==> src/design/grs_pkg.sv <==
// ============================================================================
// Group reverse stream package
// Shared types and constants for the group reverse stream block.
// ============================================================================
`timescale 1ns / 1ps

package grs_pkg;

    // Width of the group size configuration register.
    localparam int CFG_W = 5;

    // Group size after reset.
    localparam logic [CFG_W-1:0] GROUP_SIZE_RESET = 5'd2;

    // One list element, two's complement.
    typedef logic signed [31:0] t_value;

    // Group size register contents.
    typedef logic [CFG_W-1:0] t_group_size;

endpackage

==> src/design/grs_in_if.sv <==
// ============================================================================
// Group reverse stream input channel
// Valid/ready channel that carries one list element per word.
// ============================================================================
`timescale 1ns / 1ps

interface grs_in_if
    import grs_pkg::*;
();
    logic   valid;
    logic   ready;
    t_value value;
    logic   list_last;

    modport source (output valid, output value, output list_last, input ready);
    modport sink   (input valid, input value, input list_last, output ready);
endinterface

==> src/design/grs_out_if.sv <==
// ============================================================================
// Group reverse stream output channel
// Valid/ready channel that carries one reordered element per word.
// ============================================================================
`timescale 1ns / 1ps

interface grs_out_if
    import grs_pkg::*;
();
    logic   valid;
    logic   ready;
    t_value out_value;
    logic   run_last;
    logic   list_end;

    modport source (output valid, output out_value, output run_last, output list_end,
                    input ready);
    modport sink   (input valid, input out_value, input run_last, input list_end,
                    output ready);
endinterface

==> src/design/group_reverse_stream.sv <==
// ============================================================================
// Group reverse stream
// Buffers list elements in a small memory and emits each full group newest
// first, and a short final group in arrival order.
// ============================================================================
// The input word that completes a group or ends the list moves the
// controller to the drain state; the first word of the run is then read
// into the registered output word, and later words follow one per cycle
// while the output is taken. Input is not accepted while a run drains; the
// single memory read port yields the buffered elements of the run in turn.
// Reset is synchronous and active low: it clears the state, the fill count
// and the output valid, and sets the group size to 2. The buffer memory is
// not cleared; an entry is always written before it is read.
`timescale 1ns / 1ps

module group_reverse_stream
    import grs_pkg::*;
#(
    parameter int MAX_GROUP = 16
) (
    input  logic            i_clk,
    input  logic            i_rst_n,
    input  logic            i_cfg_we,
    input  t_group_size     i_cfg_wdata,
    grs_in_if.sink          i_in,
    grs_out_if.source       o_out
);

    // Fill counts run from 0 to MAX_GROUP; addresses from 0 to MAX_GROUP-1.
    localparam int CNT_W = $clog2(MAX_GROUP + 1);
    localparam int AW    = (MAX_GROUP > 1) ? $clog2(MAX_GROUP) : 1;
    // Comparison width that holds both a count and the configured size.
    localparam int CMP_W = (CNT_W > CFG_W) ? CNT_W : CFG_W;

    // Controller states: taking input words, or draining a run.
    localparam logic ST_IDLE  = 1'b0;
    localparam logic ST_DRAIN = 1'b1;

    // ------------------------------------------------------------------
    // Registers
    // ------------------------------------------------------------------
    t_group_size        r_group_size;
    logic               r_state,     n_state;
    logic [CNT_W-1:0]   r_fill,      n_fill;
    logic [AW-1:0]      r_addr,      n_addr;
    logic [CNT_W-1:0]   r_left,      n_left;
    logic               r_rev,       n_rev;
    logic               r_last,      n_last;
    logic               r_out_valid, n_out_valid;
    t_value             r_rdata;
    logic               r_run_last;
    logic               r_list_end;

    // The group buffer: one write port during input, one read port while
    // draining. Read data lands in r_rdata, which is also the output word.
    t_value             r_mem [MAX_GROUP];

    // ------------------------------------------------------------------
    // Combinational control
    // ------------------------------------------------------------------
    logic               in_accept;
    logic               wr_en;
    logic               rd_en;
    logic [CNT_W-1:0]   cnt_after;
    logic [CMP_W-1:0]   size_ext;
    logic [CMP_W-1:0]   eff_size;
    logic               group_full;
    logic               final_step;

    assign in_accept = i_in.valid && i_in.ready;

    // The element is stored only while the buffer has room. With the size
    // clamped to MAX_GROUP a group always empties before the buffer fills.
    assign wr_en     = in_accept && (r_fill < CNT_W'(MAX_GROUP));
    assign cnt_after = wr_en ? (r_fill + CNT_W'(1)) : r_fill;

    // A size of zero behaves as one, and a size above the buffer depth
    // behaves as the depth.
    assign size_ext = CMP_W'(r_group_size);
    always_comb begin
        if (size_ext == '0) begin
            eff_size = CMP_W'(1);
        end else if (size_ext > CMP_W'(MAX_GROUP)) begin
            eff_size = CMP_W'(MAX_GROUP);
        end else begin
            eff_size = size_ext;
        end
    end

    // The buffer holds a complete group once the count reaches the size.
    // This also covers the size being lowered below the current count.
    assign group_full = (CMP_W'(cnt_after) >= eff_size);

    // In the drain state a new memory read is issued whenever the output word is
    // free or is being taken in this cycle, so a run drains at one word per cycle while the output is taken.
    assign rd_en      = (r_state == ST_DRAIN) && (!r_out_valid || o_out.ready);
    assign final_step = (r_left == CNT_W'(1));

    always_comb begin
        n_state     = r_state;
        n_fill      = r_fill;
        n_addr      = r_addr;
        n_left      = r_left;
        n_rev       = r_rev;
        n_last      = r_last;
        n_out_valid = r_out_valid;

        if (o_out.ready) begin
            n_out_valid = 1'b0;
        end

        unique case (r_state)
            ST_IDLE: begin
                if (in_accept) begin
                    if (group_full || i_in.list_last) begin
                        // Start a run: newest first for a full group, arrival
                        // order for a short group closing the list.
                        n_state = ST_DRAIN;
                        n_fill  = '0;
                        n_left  = cnt_after;
                        n_rev   = group_full;
                        n_last  = i_in.list_last;
                        n_addr  = group_full ? AW'(cnt_after - CNT_W'(1)) : '0;
                    end else begin
                        n_fill  = cnt_after;
                    end
                end
            end
            ST_DRAIN: begin
                if (rd_en) begin
                    n_out_valid = 1'b1;
                    n_left      = r_left - CNT_W'(1);
                    n_addr      = r_rev ? (r_addr - AW'(1)) : (r_addr + AW'(1));
                    if (final_step) begin
                        n_state = ST_IDLE;
                    end
                end
            end
            default: begin
                n_state = ST_IDLE;
            end
        endcase
    end

    // ------------------------------------------------------------------
    // Control registers
    // ------------------------------------------------------------------
    always_ff @(posedge i_clk) begin
        if (!i_rst_n) begin
            r_group_size <= GROUP_SIZE_RESET;
            r_state      <= ST_IDLE;
            r_fill       <= '0;
            r_addr       <= '0;
            r_left       <= '0;
            r_rev        <= 1'b0;
            r_last       <= 1'b0;
            r_out_valid  <= 1'b0;
        end else begin
            if (i_cfg_we) begin
                r_group_size <= i_cfg_wdata;
            end
            r_state     <= n_state;
            r_fill      <= n_fill;
            r_addr      <= n_addr;
            r_left      <= n_left;
            r_rev       <= n_rev;
            r_last      <= n_last;
            r_out_valid <= n_out_valid;
        end
    end

    // ------------------------------------------------------------------
    // Buffer memory. Writes happen only while idle and reads only while
    // draining, so the two ports never touch the same entry in one cycle.
    // ------------------------------------------------------------------
    always_ff @(posedge i_clk) begin
        if (wr_en) begin
            r_mem[r_fill[AW-1:0]] <= i_in.value;
        end
    end

    // Registered read port; the flags of the word travel with its data.
    always_ff @(posedge i_clk) begin
        if (rd_en) begin
            r_rdata    <= r_mem[r_addr];
            r_run_last <= final_step;
            r_list_end <= final_step && r_last;
        end
    end

    // ------------------------------------------------------------------
    // Ports
    // ------------------------------------------------------------------
    assign i_in.ready      = (r_state == ST_IDLE);
    assign o_out.valid     = r_out_valid;
    assign o_out.out_value = r_rdata;
    assign o_out.run_last  = r_run_last;
    assign o_out.list_end  = r_list_end;

    // ------------------------------------------------------------------
    // Assertions
    // ------------------------------------------------------------------
    // A run always has at least one word left while draining.
    a_drain_nonempty: assert property (@(posedge i_clk) disable iff (!i_rst_n)
        (r_state == ST_DRAIN) |-> (r_left != '0))
        else $error("drain state with no words left");

    // The buffer never holds a whole buffer's worth between runs.
    a_fill_bound: assert property (@(posedge i_clk) disable iff (!i_rst_n)
        (r_state == ST_IDLE) |-> (r_fill < CNT_W'(MAX_GROUP)))
        else $error("fill count reached buffer depth while idle");

    // The end of a list always clears the fill count.
    a_list_clears: assert property (@(posedge i_clk) disable iff (!i_rst_n)
        (in_accept && i_in.list_last) |=> (r_fill == '0) && (r_state == ST_DRAIN))
        else $error("list end did not start a run and clear the buffer");

    // The final read of a run is flagged run_last and returns to idle; list_end falls only there.
    a_end_on_run_last: assert property (@(posedge i_clk) disable iff (!i_rst_n)
        (rd_en && final_step) |=> (r_out_valid && r_run_last && (r_state == ST_IDLE)))
        else $error("final read of a run not marked as run end");

endmodule
==> src/flat_wrapper.sv <==
// flat-port wrapper written by rule: the top's interface ports become plain ports
module group_reverse_stream_flat import grs_pkg::*;
#(
    parameter int MAX_GROUP = 16
)
  (i_clk, i_rst_n, i_cfg_we, i_cfg_wdata, i_in_valid, i_in_value, i_in_list_last, i_in_ready, o_out_valid, o_out_out_value, o_out_run_last, o_out_list_end, o_out_ready);
  grs_in_if i_in_i ();
  grs_out_if o_out_i ();
  input  logic i_clk;
  input  logic i_rst_n;
  input  logic i_cfg_we;
  input  t_group_size i_cfg_wdata;
  input wire logic [$bits(i_in_i.valid)-1:0] i_in_valid;
  input wire logic [$bits(i_in_i.value)-1:0] i_in_value;
  input wire logic [$bits(i_in_i.list_last)-1:0] i_in_list_last;
  output wire logic [$bits(i_in_i.ready)-1:0] i_in_ready;
  output wire logic [$bits(o_out_i.valid)-1:0] o_out_valid;
  output wire logic [$bits(o_out_i.out_value)-1:0] o_out_out_value;
  output wire logic [$bits(o_out_i.run_last)-1:0] o_out_run_last;
  output wire logic [$bits(o_out_i.list_end)-1:0] o_out_list_end;
  input wire logic [$bits(o_out_i.ready)-1:0] o_out_ready;
  assign i_in_i.valid = i_in_valid;
  assign i_in_i.value = i_in_value;
  assign i_in_i.list_last = i_in_list_last;
  assign i_in_ready = i_in_i.ready;
  assign o_out_valid = o_out_i.valid;
  assign o_out_out_value = o_out_i.out_value;
  assign o_out_run_last = o_out_i.run_last;
  assign o_out_list_end = o_out_i.list_end;
  assign o_out_i.ready = o_out_ready;
  group_reverse_stream #(.MAX_GROUP(MAX_GROUP)) u_core (.i_clk(i_clk), .i_rst_n(i_rst_n), .i_cfg_we(i_cfg_we), .i_cfg_wdata(i_cfg_wdata), .i_in(i_in_i), .o_out(o_out_i));
endmodule
==> config.mk <==
export PLATFORM = sky130hd
export DESIGN_NAME = group_reverse_stream_flat
export DESIGN_NICKNAME = d
export VERILOG_FILES = /design/src/design/grs_pkg.sv /design/src/design/grs_in_if.sv /design/src/design/grs_out_if.sv /design/src/design/group_reverse_stream.sv /design/src/flat_wrapper.sv
export SDC_FILE = /design/constraint.sdc
export NUM_CORES = 1
export LEC_CHECK = 0
export ABC_AREA = 1
export BUFFER_PORTS_ARGS = -buffer_cell sky130_fd_sc_hd__clkbuf_2
export CAP_MARGIN = 40
export CORE_MARGIN = 2
export CORE_UTILIZATION = 25
export DETAILED_ROUTE_END_ITERATION = 10
export GPL_TIMING_DRIVEN = 0
export PLACE_DENSITY_LB_ADDON = 0.15
export SLEW_MARGIN = 20
export SYNTH_ARGS = -nofsm -noshare
export SYNTH_HDL_FRONTEND = slang
export SYNTH_SLANG_ARGS = --single-unit
==> constraint.sdc <==
create_clock -name i_clk -period 3.3 [get_ports i_clk]
set_input_delay 0.66 -clock i_clk [delete_from_list [all_inputs] [get_ports i_clk]]
set_output_delay 0.66 -clock i_clk [all_outputs]
set_load 0.01 [all_outputs]
After elaboration in Yosys (flattened, before gate mapping)
Memory sizes are Yosys's and may differ from the RTL's. A register that Yosys moved wholly into a read port is not among the register bits.
Index checks and enable logic that the tools add are counted.
W data, S select, Z words.
{"block": "totals", "register_bits": 25, "latch_bits": 0, "ram_bits": 512, "romBits": 0, "input_bits": 43, "out_inout_bits": 36, "wordCells": 59, "mem_count": 1}
{"block": "classes", "add_sub_neg": 5, "n_mul": 0, "n_div": 0, "n_lt_le_gt_ge": 3, "eq_ne": 4, "n_shift": 0, "mux": 24, "n_bitwise": 1, "reduce_logical": 11}
{"name": "u_core.r_mem", "words": 16, "word_bits": 32, "read_ports": 1, "rd_clocked_by_memory_dff": 1, "wr": 1, "line_no": "group_reverse_stream.sv:56", "text": "t_value r_mem [MAX_GROUP];"}
{"cell": "$mux W5", "n": 7}
{"cell": "$mux W4", "n": 5}
{"cell": "$pmux W5 S2", "n": 1}
{"cell": "$mux W1", "n": 9}
{"cell": "$pmux W4 S2", "n": 1}
{"cell": "$sub A4 B1 Y4 const B", "n": 2}
{"cell": "$ne A2 B2 Y1 const B", "n": 3}
{"cell": "$reduce_and A3 Y1", "n": 2}
{"cell": "$add A5 B1 Y5 const B", "n": 1}
{"cell": "$eq A5 B1 Y1 const B", "n": 1}
{"cell": "$ge A5 B5 Y1", "n": 1}
{"cell": "$gt A5 B5 Y1 const B", "n": 1}
{"cell": "$logic_not A5 Y1", "n": 1}
{"cell": "$lt A5 B5 Y1 const B", "n": 1}
{"cell": "$sub A5 B1 Y5 const B", "n": 1}
{"cell": "$add A4 B1 Y4 const B", "n": 1}
{"cell": "$logic_and A1 B1 Y1", "n": 4}
{"cell": "$logic_or A1 B1 Y1", "n": 2}
{"cell": "$pmux W1 S2", "n": 1}
{"cell": "$reduce_and A2 Y1", "n": 1}
{"cell": "$logic_not A1 Y1", "n": 1}
{"cell": "$not A1 Y1", "n": 1}

Depth between registers and ports, before layout
Gate-level depths: netlist (run 1).
{"block": "depth", "ltp_word": 9, "ltp_mapped": 17, "depth_no_buf": 17}

Worst setup path before layout (run 1)
Ideal clock, no wire load.
{"block": "synth_timing", "kind": "input port to flip-flop", "from": "in i_in_valid", "to": "mem u_core.r_mem[0][0] (netlist name) (enable)", "setup_ps": 421, "arrival_time_ps": 2332, "t_required_ps": 2879, "path_slack_ps": 547, "path_stages": 4, "path_buffers": 0, "path_cell_list": "nand2_2 -> nor2_4 -> nand2_1 -> nor2_1"}
{"block": "synth_via", "elab_chain_cells": 4}
{"item": "from (decl)", "line_no": "flat_wrapper.sv:13", "text": "input wire logic [$bits(i_in_i.valid)-1:0] i_in_valid;"}
{"item": "$logic_and A1 B1 Y1", "line_no": "group_reverse_stream.sv:70", "text": "assign in_accept = i_in.valid && i_in.ready;"}
{"item": "$logic_and A1 B1 Y1", "line_no": "group_reverse_stream.sv:74", "text": "assign wr_en = in_accept && (r_fill < CNT_W'(MAX_GROUP));"}
{"item": "$mux W1", "line_no": "group_reverse_stream.sv:177", "text": "if (wr_en) begin"}
{"item": "$mux W1 (not written as such)", "line_no": "group_reverse_stream.sv:178", "text": "r_mem[r_fill[AW-1:0]] <= i_in.value;"}
{"item": "to (decl)", "line_no": "group_reverse_stream.sv:56"}
No other way between the ends.

Final worst setup path (run 1)
{"block": "layout_timing", "from": "reg u_core.r_fill[0]", "to": "reg u_core.r_addr[3]"}
{"block": "layout_via", "elab_chain_cells": 8, "word_cells_on_any_way": 13, "cone_classes": "add/sub (2); order compare (2); eq/ne (1); mux (5); reduce/logical (3)"}
{"item": "from (decl)", "line_no": "group_reverse_stream.sv:44", "text": "logic [CNT_W-1:0] r_fill, n_fill;"}
{"item": "from (signal assigned)", "line_no": "group_reverse_stream.sv:163", "text": "r_fill <= n_fill;"}
{"item": "$lt A5 B5 Y1", "line_no": "group_reverse_stream.sv:74"}
{"item": "$logic_and A1 B1 Y1", "line_no": "group_reverse_stream.sv:74"}
{"item": "$mux W5 (*)", "line_no": "group_reverse_stream.sv:75", "text": "assign cnt_after = wr_en ? (r_fill + CNT_W'(1)) : r_fill;"}
{"item": "$sub A4 B1 Y4 or $ge A5 B5 Y1 (tied branches)", "line_no": "group_reverse_stream.sv:123, group_reverse_stream.sv:92"}
{"item": "$mux W4", "line_no": "group_reverse_stream.sv:123", "text": "n_addr = group_full ? AW'(cnt_after - CNT_W'(1)) : '0;"}
{"item": "$mux W4", "line_no": "group_reverse_stream.sv:115", "text": "if (group_full || i_in.list_last) begin"}
{"item": "$mux W4", "line_no": "group_reverse_stream.sv:114", "text": "if (in_accept) begin"}
{"item": "$pmux W4 S2", "line_no": "group_reverse_stream.sv:112", "text": "unique case (r_state)"}
{"item": "to (signal assigned)", "line_no": "group_reverse_stream.sv:164", "text": "r_addr <= n_addr;"}
{"item": "to (decl)", "line_no": "group_reverse_stream.sv:45", "text": "logic [AW-1:0] r_addr, n_addr;"}
Mark *: on every way between the ends. The rest lies on a longest branch, timed or not. The select of a mux whose other input is x is not followed.
A chain may end at the register's enable or synchronous reset.

==> impl_metrics.toml, run 1 <==
[clocking]
cts-root-buf = "clkbuf_16"
cts_tree = "yes"
clockBufferDepth = 3
cts_buffers = 60
htree_levels = 2
clk_latency_ps = 650
cts_resized = 0
cts.reportedPaths.clkPinSlew_ps = 60
cts.sinks = 569
postCtsHoldBufs = 0
post_cts_buffers = 0

[critical_path]
r2r_slack_ps = 670
cp-endpoint = "u_core.r_addr[3]"
worstPathMaxFanout = 8
worstSetupStartpoint = "u_core.r_fill[0]"
reg2reg_from = "u_core.r_fill[0]"
worstSetupPathType = "flop to flop"
worst_setup_path_start_kind = "flop"
worstReg2RegEnd = "u_core.r_addr[3]"
ff2ff_path_depth = 12
required_ps = 3840
setup.worst_path.end_class = "flop"
arrival_ps = 3180

[floorplanning]
initial_core_util_pct = 25.3
die_w_um = 304
boundaryPins = 79
row_count = 109
die-area_um2 = 92100
fp.dieH_um = 304
coreArea_um2 = 88600

[sta]
finalHoldViolCount = 0
worst_pin_slew_ps = 885
fmax_mhz = 380
finClkSkew_ps = 16.9
rsz0062_at_grt = "no"
maxSlewViolCount = 0
setup-violations-final = 0
relSlewSlack_pct = 41.0
finalCriticalPeriod_ps = 2630
finalCritPeriodShare_pct = 79.8

[pwr]
p_int_uw = 12800
power_frac_seq_pct = 45.0
p_sw_uw = 5680
comb_power_share_pct = 20.2
swShare_pct = 30.7
leakage_uw = 0.00891
vdd_drop_max_uv = 408
p_clk_share_pct = 34.9
power_density_nw_per_um2 = 680
finalPower_uw = 18500

[route]
via_per_inst = 4.78
first_iter_violations = 1510
wl_um = 79500
postRouteAntennaNets = 0
dr.pass1.iters = 5
drc = 0
wl_per_cell_um = 26.1
vias = 14600

[place]
hpwlAfterDp_um = 53500
placed_area_um2 = 25300
place_congestion = 0.769
io_buffers = 78

[global_route]
antenna_found_initial = 6
grt_pass1_wl_um = 111000
track_usage_pct = 17.2
overflow = 0
grt_pass1_vias = 14500
grt_max_degree = 35

[layout]
drive_above_1_share_pct = 15.9
final_cell_area_um2 = 27200
final_common_cell = "edfxtp_1"
mostFrequentLayoutCells = "edfxtp_1 (546), nor2_1 (286), o21ai_0 (265)"
antenna_cells = 0
nets = 1892
area_growth_pct = 21.2

[run_status]
status = "completed"

[worst_hold_path]
hold_path.class = "input port to flop"

[synth]
ys_types = 32
ys_seq_area_share_pct = 75.1
avgSynthCellArea_um2 = 13.6
ys.warnings.count = 0
synth_seq_cells = 569
syn_area_um2 = 22400
synth_nets = 1706
syn_inst = 1648

[job]
timing.max_cap.violations = 0
==> per-stage QoR <==
stage / instances / utilization (%) / setup slack (ps) / setup TNS (ps) / hold WS [ps]
2_1_floorplan: 1648 / - / 547 / 0 / 439
3_3_place_gp: 2891 / 27.4 / -2200 / -1002030 / 453
3_5_place_dp: 2934 / 28.6 / 597 / 0 / 457
4_1_cts: 3046 / 30.6 / 650 / 0 / 200
5_1_grt: 3049 / 30.7 / 376 / 0 / 241
6_report: 3049 / 30.7 / 668 / 0 / 231
==> kinds of logic after synthesis <==
family / count (synthesis) / share of synthesized area, %
fa+ha+maj: 15 / 0.870
simple gates: 455 / 8.09
flops: 569 / 75.1
compound gates: 458 / 12.4
xor+xnor: 3 / 0.117
buf+inv: 148 / 3.41
==> registers in the layout, summed over array words and instances, names as in the netlist, 4 cells and up <==
name,flops
u_core.r_fill,5
u_core.r_addr,4
u_core.o_out.out_value,32
u_core.r_left,5
u_core.r_mem,512
u_core.r_group_size,5
==> worst min-delay path by stage <==
| stage | from | end | slack (ps) | depth (start not counted) |
|---|---|---|---|---|
| 6_report | i_cfg_wdata[1] | u_core.r_group_size[1] | 230 | 3 |
| 3_5_place_dp | u_core.r_last | u_core.r_last | 460 | 2 |
| 2_1_floorplan | u_core.r_last | u_core.r_last | 440 | 2 |
| 4_1_cts | i_cfg_wdata[1] | u_core.r_group_size[1] | 200 | 3 |
| 5_1_grt | i_cfg_wdata[1] | u_core.r_group_size[1] | 240 | 3 |
| 3_3_place_gp | u_core.r_last | u_core.r_last | 450 | 2 |
==> routing by layer <==
layer / routed length [um] / track usage, %
met1: 35100 / 23.1
met2: 38400 / 28.9
met3: 4290 / 3.07
met4: 1690 / 4.15
met5: 22 / 0
==> layout make-up <==
type	count	area (um2)
inverter	39	151
clock buffer	84	1640
tap	1165	1460
timing repair buffer	124	1350
fill	8924	61500
sequential	569	16900
multi-input combinational	931	4930
clock inverter	28	186
buffer	109	617
==> Yosys cell counts (all sizes together) <==
cell | instances | area, um2
nor2 | 304 | 1150
nand3 | 36 | 193
and2 | 1 | 6.26
or4 | 1 | 7.51
buf | 56 | 408
o22ai | 42 | 263
xnor2 | 3 | 26.3
o21ai | 275 | 1380
fa | 1 | 20.0
clkbuf | 53 | 208
a21oi | 12 | 60.1
o221ai | 87 | 762
inv | 39 | 149
nand4 | 4 | 25.0
edfxtp | 546 | 16400
o21bai | 1 | 7.51
nand2 | 109 | 432
ha | 14 | 175
dfxtp | 23 | 460
o211ai | 41 | 308
==> worst max-delay path, cell delays in order (launching register included) <==
cell and delay, ps:
dfxtp_1 420, ha_1 260, nand3_1 170, o21ai_0 430, ha_1 340, nand2_1 90
inv_1 50, a21oi_1 170, nand4_1 100, nand2_1 260, nand2_1 90, nand2_1 80
a21oi_1 40
==> power groups by stage <==
| stage | clock network (uW) | logic (uW) | registers, uW |
|---|---|---|---|
| after detailed placement | 0 | 3750 | 8470 |
| final | 6440 | 3730 | 8320 |
| after global placement | 0 | 3600 | 8490 |
| after floorplan | 0 | 1860 | 8490 |
| after global routing | 6870 | 4050 | 8340 |
| after CTS | 6610 | 3770 | 8320 |
No activity file was read; power rests on OpenSTA's default activity.
==> inputs of run 2 (changes only) <==
Clock period 3.3 ns to 2.2 ns, I/O delays scaled along.
==> impl_metrics.toml, run 2 (synthesis results as in run 1) <==
[run_status]
status = "completed"

[sta]
hold_slack_ps = 81.0
finalHoldViolCount = 0
maxSlewViolCount = 0
finalCritPeriodShare_pct = 99.2
fmax_mhz = 458
rsz0062_at_grt = "yes"
finalCriticalPeriod_ps = 2180
finClkSkew_ps = 20.0
worst_pin_slew_ps = 834
setup-violations-final = 0
relSlewSlack_pct = 44.4

[route]
first_iter_violations = 1309
vias = 14900
drc = 0
postRouteAntennaNets = 0
wl_per_cell_um = 26.1
dr.pass1.iters = 5
via_per_inst = 4.84
wl_um = 80500

[floorplanning]
initial_core_util_pct = 25.3
fp.dieH_um = 304
die-area_um2 = 92100
boundaryPins = 79
row_count = 109
coreArea_um2 = 88600
die_w_um = 304

[layout]
drive_above_1_share_pct = 21.1
largest_register_ffs = 512
final_common_cell = "edfxtp_1"
nets = 1916
mostFrequentLayoutCells = "edfxtp_1 (546), nor2_1 (284), o21ai_0 (258)"
area_growth_pct = 24.5
fillCellCount = 8811

[pwr]
p_int_uw = 20800
finalPower_uw = 29700
comb_power_share_pct = 19.5
power_frac_seq_pct = 42.1
p_sw_uw = 8900
leakage_uw = 0.00926
swShare_pct = 30.0
power_density_nw_per_um2 = 1060
vdd_drop_max_uv = 457
p_clk_share_pct = 38.4

[critical_path]
worstSetupPathType = "flop to flop"
reg2reg_from = "u_core.r_group_size[3]"
arrival_ps = 2680
required_ps = 2700
worstSetupStartpoint = "u_core.r_group_size[3]"
worst_setup_path_start_kind = "flop"
setup.worst_path.end_class = "flop"
worstPathMaxFanout = 5

[place]
place_congestion = 0.757
io_buffers = 78
hpwlAfterDp_um = 53200

[global_route]
antenna_found_initial = 4
grt_pass1_vias = 14800
grt_pass1_wl_um = 113000
track_usage_pct = 17.5
grt_max_degree = 35
overflow = 0

[clocking]
cts.reportedPaths.clkPinSlew_ps = 60
cts_buffers = 66
clockBufferDepth = 3
cts-root-buf = "clkbuf_16"
cts_tree = "yes"
clk_latency_ps = 620
cts.sinks = 569
htree_levels = 3

[worst_hold_path]
hold_path.class = "input port to flop"
hold_path_startpoint = "i_cfg_wdata[1]"

[job]
timing.max_cap.violations = 0
==> run 2: area by class of cell <==
class | instances | area (um2) | share of cell area (%)
Antenna cell | 1 | 2.50 | 0.00896
Timing Repair Buffer | 142 | 1490 | 5.32
Multi-Input combinational cell | 932 | 5080 | 18.2
Buffer | 108 | 646 | 2.31
Tap cell | 1165 | 1460 | 5.22
Inverter | 39 | 151 | 0.542
Clock inverter | 44 | 492 | 1.76
Clock buffer | 77 | 1740 | 6.21
Sequential cell | 569 | 16900 | 60.4
==> run 2: power by group through the flow <==
| stage | Clock [uW] | Combinational (uW) | Sequential [uW] |
|---|---|---|---|
| floorplan | 0 | 2790 | 12700 |
| global placement | 0 | 5440 | 12700 |
| detailed placement | 0 | 5690 | 12700 |
| CTS | 11700 | 5760 | 12500 |
| global route | 12100 | 6260 | 12500 |
| finish | 11400 | 5770 | 12500 |
==> run 2: repair_timing <==
item / in CTS / in global routing
cloned: 1 / 0
pin swaps: 10 / 24
buffers inserted: 8 / 12
hold buffers: 0 / 0
resized for setup: 39 / 51
endpoints found under the setup margin: 107 / 88
==> run 2: final timing paths <==
path                                          endpoint  slack (ps)  cells past startpoint
worst max-delay path                  u_core.r_addr[2]          20                     13
worst min-delay path            u_core.r_group_size[1]          80                      3
worst max register to register        u_core.r_addr[2]          20                     13
worst min register to register           u_core.r_last         470                      2
==> run 2: metrics by stage <==
| stage | area, um2 | setup slack [ps] | instances | util, % | setup TNS (ps) |
|---|---|---|---|---|---|
| finish | 27900 | 17.2 | 3077 | 31.5 | 0 |
| global route | 27900 | -118 | 3077 | 31.5 | -772 |
| CTS | 27700 | -17.0 | 3064 | 31.2 | -31.0 |
| detailed placement | 25300 | -517 | 2935 | 28.6 | -41680 |
| global placement | 24300 | -3140 | 2891 | 27.4 | -1390940 |
| floorplan | 22400 | -333 | 1648 | - | -149020 |
==> run 2: per-layer routing <==
metal	wire length, um	GRT usage (%)	vias up
li1	-	-	6644
met1	35000	23.7	7625
met2	38400	28.8	509
met3	4740	2.54	117
met4	2230	5.88	4
met5	30	0	-
==> run 2: critical path, stage by stage, from the launching register on <==
cell	delay, ps
dfxtp_2	320
or4_4	540
nand2_2	80
nand2_1	50
ha_1	290
nand2_2	60
nor2_1	80
nand2_1	70
nand4_1	90
nand2_2	120
nand2_4	150
nand2_2	70
nor2_2	100
nor2_1	40
